[src/rtl/radio_reply_deframer_crc8_unit_defines.svh]
// Assertion macros shared by the deframer RTL
`ifndef RADIO_REPLY_DEFRAMER_CRC8_UNIT_DEFINES_SVH
`define RADIO_REPLY_DEFRAMER_CRC8_UNIT_DEFINES_SVH

// Same-cycle implication, sampled on clk, off while rst_n is low
`define RRD_ASSERT_IMPLY(label, ante, cons, msg) \
    label: assert property (@(posedge clk) disable iff (!rst_n) (ante) |-> (cons)) \
        else $error(msg);

// Next-cycle implication, sampled on clk, off while rst_n is low
`define RRD_ASSERT_NEXT(label, ante, cons, msg) \
    label: assert property (@(posedge clk) disable iff (!rst_n) (ante) |=> (cons)) \
        else $error(msg);

`endif

[src/rtl/rrd_pkg.sv]
// Types and constants of the radio reply deframer
`default_nettype none

package rrd_pkg;

    localparam logic [7:0] PREAMBLE_BYTE = 8'hA5;
    localparam logic [7:0] CRC_POLY      = 8'h8C;
    localparam logic [7:0] CRC_SEED      = 8'h00;

    localparam int unsigned HEADER_BYTES = 7;
    localparam int unsigned MIN_FRAME    = 8;

    // byte positions of the header fields
    localparam int unsigned POS_PREAMBLE = 0;
    localparam int unsigned POS_DEST     = 2;
    localparam int unsigned POS_ID_HI    = 3;
    localparam int unsigned POS_ID_LO    = 4;
    localparam int unsigned POS_TYPE     = 5;
    localparam int unsigned POS_LEN      = 6;

    localparam int unsigned CFG_INDEX_W = 2;
    localparam int unsigned CFG_DATA_W  = 16;

    localparam logic [CFG_INDEX_W-1:0] CFG_OWN_ID        = 2'd0;
    localparam logic [CFG_INDEX_W-1:0] CFG_EXPECTED_ID   = 2'd1;
    localparam logic [CFG_INDEX_W-1:0] CFG_PAYLOAD_LIMIT = 2'd2;

    localparam logic [7:0] PAYLOAD_LIMIT_RESET = 8'd32;

    typedef enum logic [3:0] {
        ST_OK        = 4'd0,
        ST_SHORT     = 4'd1,
        ST_PREAMBLE  = 4'd2,
        ST_CRC       = 4'd3,
        ST_ADDRESS   = 4'd4,
        ST_MSGID     = 4'd5,
        ST_LENGTH    = 4'd6,
        ST_TOO_BIG   = 4'd7,
        ST_TOO_LONG  = 4'd8
    } status_t;

    typedef struct packed {
        logic       is_verdict;
        logic [7:0] payload_byte;
        status_t    status;
        logic [7:0] msg_type;
        logic [7:0] payload_len;
    } result_t;

endpackage

`default_nettype wire

[src/rtl/rrd_crc8.sv]
// CRC-8 (reflected 0x8C) update over one byte, bit by bit
`default_nettype none

module rrd_crc8 (
    input  wire logic [7:0] crc_in,
    input  wire logic [7:0] data_in,
    output logic      [7:0] crc_out
);
    import rrd_pkg::*;

    always_comb
    begin
        logic [7:0] crc;
        logic [7:0] d;
        crc = crc_in;
        d   = data_in;
        for (int k = 0; k < 8; k++)
        begin
            if (crc[0] ^ d[0])
            begin
                crc = (crc >> 1) ^ CRC_POLY;
            end
            else
            begin
                crc = crc >> 1;
            end
            d = d >> 1;
        end
        crc_out = crc;
    end

endmodule

`default_nettype wire

[src/rtl/radio_reply_deframer_crc8_unit.sv]
// Top level: radio reply deframer with CRC-8 check
//
// Packet bytes come in on the item channel (item_valid / item_stall), with
// end_of_packet high on the trailing CRC byte. Each payload byte is handed
// out as a tentative transaction on the result channel (is_verdict = 0);
// the CRC byte yields one verdict transaction (is_verdict = 1) carrying
// status, msg_type and payload_len. Header bytes and trailing bytes give
// no transaction.
// Each result is registered in the output buffer before the result channel
// shows it. Throughput: one byte per cycle while item_stall is low; the
// byte update (CRC, header capture, checks) is one combinational pass into the buffer.
// A two-entry output buffer (result register plus skid entry) lets a
// byte be taken while a result waits; item_stall rises only when both
// entries are full, and drops once the receiver takes a result.
// Reset clears the packet state, the output buffer and the registers
// (payload_limit = 32). The user writes the registers through cfg_we /
// cfg_index / cfg_data only while the block is idle; it is not enforced.
`default_nettype none
`include "radio_reply_deframer_crc8_unit_defines.svh"

module radio_reply_deframer_crc8_unit #(
    parameter int MAX_PACKET_BYTES = 256
) (
    input  wire logic                              clk,
    input  wire logic                              rst_n,

    input  wire logic                              cfg_we,
    input  wire logic [rrd_pkg::CFG_INDEX_W-1:0]   cfg_index,
    input  wire logic [rrd_pkg::CFG_DATA_W-1:0]    cfg_data,

    input  wire logic                              item_valid,
    output logic                                   item_stall,
    input  wire logic [7:0]                        rx_byte,
    input  wire logic                              end_of_packet,

    output logic                                   result_valid,
    input  wire logic                              result_stall,
    output logic                                   is_verdict,
    output logic [7:0]                             payload_byte,
    output rrd_pkg::status_t                       status,
    output logic [7:0]                             msg_type,
    output logic [7:0]                             payload_len
);
    import rrd_pkg::*;

    // count holds up to MAX_PACKET_BYTES + 1, total up to MAX_PACKET_BYTES + 2
    localparam int CW = $clog2(MAX_PACKET_BYTES + 3);
    localparam int LW = (CW > 8) ? CW : 8;

    // configuration
    logic [7:0]  own_device_id_reg;
    logic [15:0] expected_msg_id_reg;
    logic [7:0]  payload_limit_reg;

    // packet state
    logic [CW-1:0] byte_count_reg, byte_count_next;
    logic [7:0]    running_crc_reg, running_crc_next;
    logic          preamble_seen_reg, preamble_seen_next;
    logic [7:0]    dest_addr_reg, dest_addr_next;
    logic [15:0]   rx_msg_id_reg, rx_msg_id_next;
    logic [7:0]    rx_type_reg, rx_type_next;
    logic [7:0]    rx_length_reg, rx_length_next;

    // output buffer
    logic    main_valid_reg, main_valid_next;
    logic    skid_valid_reg, skid_valid_next;
    result_t main_reg, main_next;
    result_t skid_reg, skid_next;

    logic       accept;
    logic       take;
    logic       has_result;
    result_t    new_result;
    status_t    verdict;
    logic [7:0] crc_upd;
    logic [CW-1:0] pos;
    logic [LW-1:0] body_bytes;
    logic [LW-1:0] length_ext;

    rrd_crc8 u_crc (
        .crc_in  (running_crc_reg),
        .data_in (rx_byte),
        .crc_out (crc_upd)
    );

    assign item_stall = skid_valid_reg;
    assign accept     = item_valid && !skid_valid_reg;
    assign take       = main_valid_reg && !result_stall;
    assign pos        = byte_count_reg;
    assign length_ext = LW'(rx_length_reg);
    // payload bytes taken before the current byte
    assign body_bytes = LW'(pos) - LW'(HEADER_BYTES);

    always_ff @(posedge clk or negedge rst_n)
    begin
        if (!rst_n)
        begin
            own_device_id_reg   <= '0;
            expected_msg_id_reg <= '0;
            payload_limit_reg   <= PAYLOAD_LIMIT_RESET;
        end
        else if (cfg_we)
        begin
            case (cfg_index)
                CFG_OWN_ID:        own_device_id_reg   <= cfg_data[7:0];
                CFG_EXPECTED_ID:   expected_msg_id_reg <= cfg_data[15:0];
                CFG_PAYLOAD_LIMIT: payload_limit_reg   <= cfg_data[7:0];
                default: ;
            endcase
        end
    end

    // verdict, checked in priority order
    always_comb
    begin
        if (pos >= CW'(MAX_PACKET_BYTES))
            verdict = ST_TOO_LONG;
        else if (pos < CW'(MIN_FRAME - 1))
            verdict = ST_SHORT;
        else if (!preamble_seen_reg)
            verdict = ST_PREAMBLE;
        else if (running_crc_reg != rx_byte)
            verdict = ST_CRC;
        else if (dest_addr_reg != own_device_id_reg && dest_addr_reg != 8'd0)
            verdict = ST_ADDRESS;
        else if (rx_msg_id_reg != expected_msg_id_reg)
            verdict = ST_MSGID;
        else if (length_ext > body_bytes)
            verdict = ST_LENGTH;
        else if (rx_length_reg != 8'd0 && rx_length_reg > payload_limit_reg)
            verdict = ST_TOO_BIG;
        else
            verdict = ST_OK;
    end

    always_comb
    begin
        byte_count_next    = byte_count_reg;
        running_crc_next   = running_crc_reg;
        preamble_seen_next = preamble_seen_reg;
        dest_addr_next     = dest_addr_reg;
        rx_msg_id_next     = rx_msg_id_reg;
        rx_type_next       = rx_type_reg;
        rx_length_next     = rx_length_reg;
        has_result         = 1'b0;
        new_result         = '{is_verdict: 1'b0, payload_byte: 8'd0, status: ST_OK,
                               msg_type: 8'd0, payload_len: 8'd0};

        if (accept)
        begin
            if (end_of_packet)
            begin
                has_result             = 1'b1;
                new_result.is_verdict  = 1'b1;
                new_result.status      = verdict;
                new_result.msg_type    = rx_type_reg;
                new_result.payload_len = rx_length_reg;
                byte_count_next        = '0;
                running_crc_next       = CRC_SEED;
                preamble_seen_next     = 1'b0;
                dest_addr_next         = '0;
                rx_msg_id_next         = '0;
                rx_type_next           = '0;
                rx_length_next         = '0;
            end
            else
            begin
                if (pos < CW'(MAX_PACKET_BYTES + 1))
                    byte_count_next = pos + CW'(1);
                running_crc_next = crc_upd;

                case (pos)
                    CW'(POS_PREAMBLE): preamble_seen_next   = (rx_byte == PREAMBLE_BYTE);
                    CW'(POS_DEST):     dest_addr_next       = rx_byte;
                    CW'(POS_ID_HI):    rx_msg_id_next[15:8] = rx_byte;
                    CW'(POS_ID_LO):    rx_msg_id_next[7:0]  = rx_byte;
                    CW'(POS_TYPE):     rx_type_next         = rx_byte;
                    CW'(POS_LEN):      rx_length_next       = rx_byte;
                    default: ;
                endcase

                if (pos >= CW'(HEADER_BYTES) && pos < CW'(MAX_PACKET_BYTES) &&
                    body_bytes < length_ext)
                begin
                    has_result              = 1'b1;
                    new_result.payload_byte = rx_byte;
                end
            end
        end
    end

    // two-entry output buffer; the skid entry fills only while the head is stalled
    always_comb
    begin
        main_valid_next = main_valid_reg;
        skid_valid_next = skid_valid_reg;
        main_next       = main_reg;
        skid_next       = skid_reg;
        if (take)
        begin
            if (skid_valid_reg)
            begin
                main_next       = skid_reg;
                skid_valid_next = 1'b0;
            end
            else
            begin
                main_valid_next = has_result;
                main_next       = new_result;
            end
        end
        else if (!main_valid_reg)
        begin
            main_valid_next = has_result;
            main_next       = new_result;
        end
        else if (has_result)
        begin
            skid_valid_next = 1'b1;
            skid_next       = new_result;
        end
    end

    always_ff @(posedge clk or negedge rst_n)
    begin
        if (!rst_n)
        begin
            byte_count_reg    <= '0;
            running_crc_reg   <= CRC_SEED;
            preamble_seen_reg <= 1'b0;
            dest_addr_reg     <= '0;
            rx_msg_id_reg     <= '0;
            rx_type_reg       <= '0;
            rx_length_reg     <= '0;
            main_valid_reg    <= 1'b0;
            skid_valid_reg    <= 1'b0;
        end
        else
        begin
            byte_count_reg    <= byte_count_next;
            running_crc_reg   <= running_crc_next;
            preamble_seen_reg <= preamble_seen_next;
            dest_addr_reg     <= dest_addr_next;
            rx_msg_id_reg     <= rx_msg_id_next;
            rx_type_reg       <= rx_type_next;
            rx_length_reg     <= rx_length_next;
            main_valid_reg    <= main_valid_next;
            skid_valid_reg    <= skid_valid_next;
        end
    end

    always_ff @(posedge clk)
    begin
        main_reg <= main_next;
        skid_reg <= skid_next;
    end

    assign result_valid = main_valid_reg;
    assign is_verdict   = main_reg.is_verdict;
    assign payload_byte = main_reg.payload_byte;
    assign status       = main_reg.status;
    assign msg_type     = main_reg.msg_type;
    assign payload_len  = main_reg.payload_len;

    `RRD_ASSERT_IMPLY(a_skid_behind_head, skid_valid_reg, main_valid_reg, "skid entry full while head empty")
    `RRD_ASSERT_NEXT(a_clear_after_verdict, accept && end_of_packet, byte_count_reg == '0 && running_crc_reg == CRC_SEED, "packet state not cleared after verdict")
    `RRD_ASSERT_NEXT(a_count_step, accept && !end_of_packet && byte_count_reg < CW'(MAX_PACKET_BYTES + 1), byte_count_reg == $past(byte_count_reg) + CW'(1), "byte count did not advance")
    `RRD_ASSERT_IMPLY(a_count_bound, 1'b1, byte_count_reg <= CW'(MAX_PACKET_BYTES + 1), "byte count past saturation")

endmodule

`default_nettype wire
[config.mk]
export PLATFORM = sky130hd
export DESIGN_NAME = radio_reply_deframer_crc8_unit
export DESIGN_NICKNAME = d
export VERILOG_FILES = /design/src/rtl/rrd_pkg.sv /design/src/rtl/rrd_crc8.sv /design/src/rtl/radio_reply_deframer_crc8_unit.sv
export VERILOG_INCLUDE_DIRS = /design/src /design/src/rtl
export SDC_FILE = /design/constraint.sdc
export NUM_CORES = 1
export LEC_CHECK = 0
export BUFFER_PORTS_ARGS = -buffer_cell sky130_fd_sc_hd__buf_2
export CELL_PAD_IN_SITES_DETAIL_PLACEMENT = 1
export CELL_PAD_IN_SITES_GLOBAL_PLACEMENT = 1
export CORE_ASPECT_RATIO = 1.1
export CORE_MARGIN = 3
export CORE_UTILIZATION = 25
export CTS_CLUSTER_SIZE = 40
export DETAILED_ROUTE_END_ITERATION = 10
export PLACE_DENSITY_LB_ADDON = 0.1
export SYNTH_ARGS = -nofsm -noshare
export SYNTH_HDL_FRONTEND = slang
export SYNTH_SLANG_ARGS = --single-unit
export TNS_END_PERCENT = 30
[constraint.sdc]
create_clock -name clk -period 7.4 [get_ports clk]
set_clock_uncertainty 0.05 [all_clocks]
set_input_delay 0.74 -clock clk [delete_from_list [all_inputs] [get_ports clk]]
set_output_delay 0.74 -clock clk [all_outputs]
set_load 0.05 [all_outputs]
==> impl_metrics.tcl <==
set metrics [dict create \
    synth_top_cell_by_area "dfrtp_1" \
    placementRows 64 \
    worstPathMaxFanout 14 \
    max_freq_mhz 250.2 \
    io_buffers 62 \
    synth_xor_area_share_pct 6.584 \
    fill_cells 3104 \
    crit_chain "or3_4 -> or2_4 -> or3_1 -> nand2_1 -> ha_1 -> and3_1 -> a221oi_1 -> o21ai_0 -> or2_2 -> nor2_1 -> a22o_1" \
    crit_arrival_ns 4.23 \
    antenna_found_initial 0 \
    setup_tns_ns 0 \
    core_area_um2 28030 \
    die_x_um 167.6 \
    cts_max_path_buffers 2 \
    avgViaCountPerCell 4.624 \
    grt_use_met1_pct 17.00 \
    maxSlewHeadroom_pct 38.10 \
    syn_area_um2 7183 \
    finalCritPeriodShare_pct 54.01 \
    ys_types 55 \
    largest_reg_flops 29 \
    cts_max_level 4 \
    drtAntennaViolNets 0 \
    cts_resized 0 \
    diodes 0 \
    post_cts_buffers 0 \
    synth-compound-area-share_pct 10.42 \
    ys_ff_latch 150 \
    synthAdderAreaFrac_pct 3.310 \
    chipHeight_um 183.8 \
    grt_pass1_wl_mm 30.74 \
    gp_congestion 0.7750 \
    synth_fp_nets 654 \
    die_area_um2 30810 \
    crit_type "reg2reg" \
    grt_use_total_pct 12.85 \
    drv_cap 0 \
    min_path_type "in2async" \
    setup_slack_ns 3.403 \
    ir_drop_uv 173.9 \
    area_growth_pct 17.26 \
    clkLatencyLatePin_ns 0.42 \
    slowest_stage "nor2_1" \
    clk_pin_slew_worst_paths_ns 0.07 \
    root_buffer "clkbuf_16" \
    grt_max_degree 55 \
    grt_use_met2_pct 21.75 \
    drive_above_1_share_pct 20.65 \
    pre_cts_slack_ns 3.339 \
    setup_viol 0 \
    dpl.hpwl_mm 13.33 \
    vias 4790 \
    async_flop_share_pct 61.33 \
    synthCells 603 \
    critPathLaunchType "flop" \
    grt-busiest-layer "met2" \
    seq_area_um2 4045 \
    synthTopCellsByCount "91 x dfrtp_1, 58 x edfxtp_1, 51 x nand2_1" \
    wl_mm 19.27 \
    synth.avg_cell_area_um2 11.91 \
    synth_most_common_cell "dfrtp_1" \
    first_global_vias 5181 \
    start_util_pct 25.63 \
    synth.area.top_cells "dfrtp_1 32%, edfxtp_1 24%, mux2_2 5.0%" \
    tightest_slew_ns 0.9257 \
    max_stage_delay_ns 0.60 \
    rsz0062_at_grt "false" \
    synthFlopType "dfrtp_1" \
    first_pass_iters 5 \
    hold_viol_final 0 \
    multi_input_area_um2 2925 \
    synth-simple-area-share_pct 11.11 \
    outcome "finished, final reports clean" \
    fin_crit_ns 3.997 \
    use_met3_pct 2.215 \
    crit_required_ns 7.64 \
    finalNetCount 711 \
    cts_tree "built" \
    routedWlPerCell_um 18.60 \
    yosysSeqAreaShare_pct 56.31 \
    io_pins 63 \
    synth_mux_area_share_pct 9.197 \
    synth_top_area_share_pct 31.70 \
    ff2ff_path_depth 11 \
    cts_hold_buf 0 \
    drt_iter0_drc 162 \
    cts_sinks 150 \
    cts_buffers 17 \
    synth_edf_count 58 \
    grt_overflow 0 \
    power_leakage_nw 3.935 \
    slew_violations 0 \
    drc 0 \
    power_density_nw_per_um2 344.9 \
    synth_top_family_by_area "simple AND/OR/NAND/NOR gates" \
    worstSetupEndpointType "flop" \
    synth_warnings 0 \
]
[per-layer routing]
metal / up-vias / share of wire, %
li1: 2268 / -
met5: - / 0
met4: 0 / 1.3
met1: 2427 / 48
met2: 78 / 48
met3: 17 / 2.8
[worst max-delay path, delay by kind of cell, from the launching register on]
kind	cells	cell delay (ns)
compound gates	3	0.70
flops	1	0.49
simple gates	7	2.39
fa+ha+maj	1	0.23
[final cells by class]
| type | count | area share [%] |
|---|---|---|
| Multi-Input combinational cell | 398 | 34.73 |
| Timing Repair Buffer | 69 | 4.337 |
| Clock inverter | 12 | 1.263 |
| Clock buffer | 20 | 5.184 |
| Inverter | 24 | 1.070 |
| Tap cell | 363 | 5.392 |
| Sequential cell | 150 | 48.02 |
[worst paths after layout]
check	startpoint	end	slack [ns]
worst max register to register	byte_count_reg[4]	payload_byte[6]	3.40
worst min register to register	rx_type_reg[0]	rx_type_reg[0]	0.46
worst min-delay path	rst_n	expected_msg_id_reg[9]	0.25
max in group asynchronous	rst_n	dest_addr_reg[5]	5.88
min in group clk	rx_type_reg[0]	rx_type_reg[0]	0.46
worst max-delay path	byte_count_reg[4]	payload_byte[6]	3.40
[power breakdown]
group / switching [mW] / internal (mW) / total, mW
logic: 0.549 / 0.325 / 0.874
clock network: 0.354 / 0.463 / 0.817
registers: 0.146 / 1.07 / 1.21
[cell families after synthesis]
group / count (synthesis)
and+or+nand+nor: 152
DFF: 150
adders and majority gates: 19
muxes: 62
buffers and inverters: 55
xor gates and xnor gates: 54
AOI/OAI and AO/OA: 111
[layout by cell type, fill, tap and decap left out, types with 15 or more instances in the layout]
| cell type | synthesis | routed |
|---|---|---|
| ha_1 | 19 | 19 |
| inv_1 | 23 | 23 |
| buf_2 | 2 | 61 |
| o21ai_0 | 35 | 35 |
| a22o_1 | 20 | 20 |
| xor2_1 | 33 | 33 |
| mux2i_1 | 30 | 30 |
| xnor2_1 | 21 | 21 |
| nor2_1 | 24 | 23 |
| and3_1 | 15 | 15 |
| dfrtp_1 | 91 | 91 |
| mux2_2 | 32 | 32 |
| clkbuf_16 | 0 | 17 |
| a21o_1 | 24 | 24 |
| nand2_1 | 51 | 51 |
| edfxtp_1 | 58 | 58 |
[metrics by stage]
step | util [%] | total power, mW | hold slack, ns | instances | area, µm²
6_report | 30.05 | 2.905 | 0.2539 | 1036 | 8423
5_1_grt | 30.05 | 3.103 | 0.2849 | 1036 | 8423
4_1_cts | 30.05 | 2.957 | 0.2707 | 1036 | 8423
3_5_place_dp | 28.12 | 2.119 | 0.4483 | 1004 | 7880
3_3_place_gp | 28.12 | 2.095 | 0.4323 | 1004 | 7880
2_1_floorplan | - | 1.873 | 0.3944 | 603 | 7183
No activity file was read; power rests on OpenSTA's default activity.
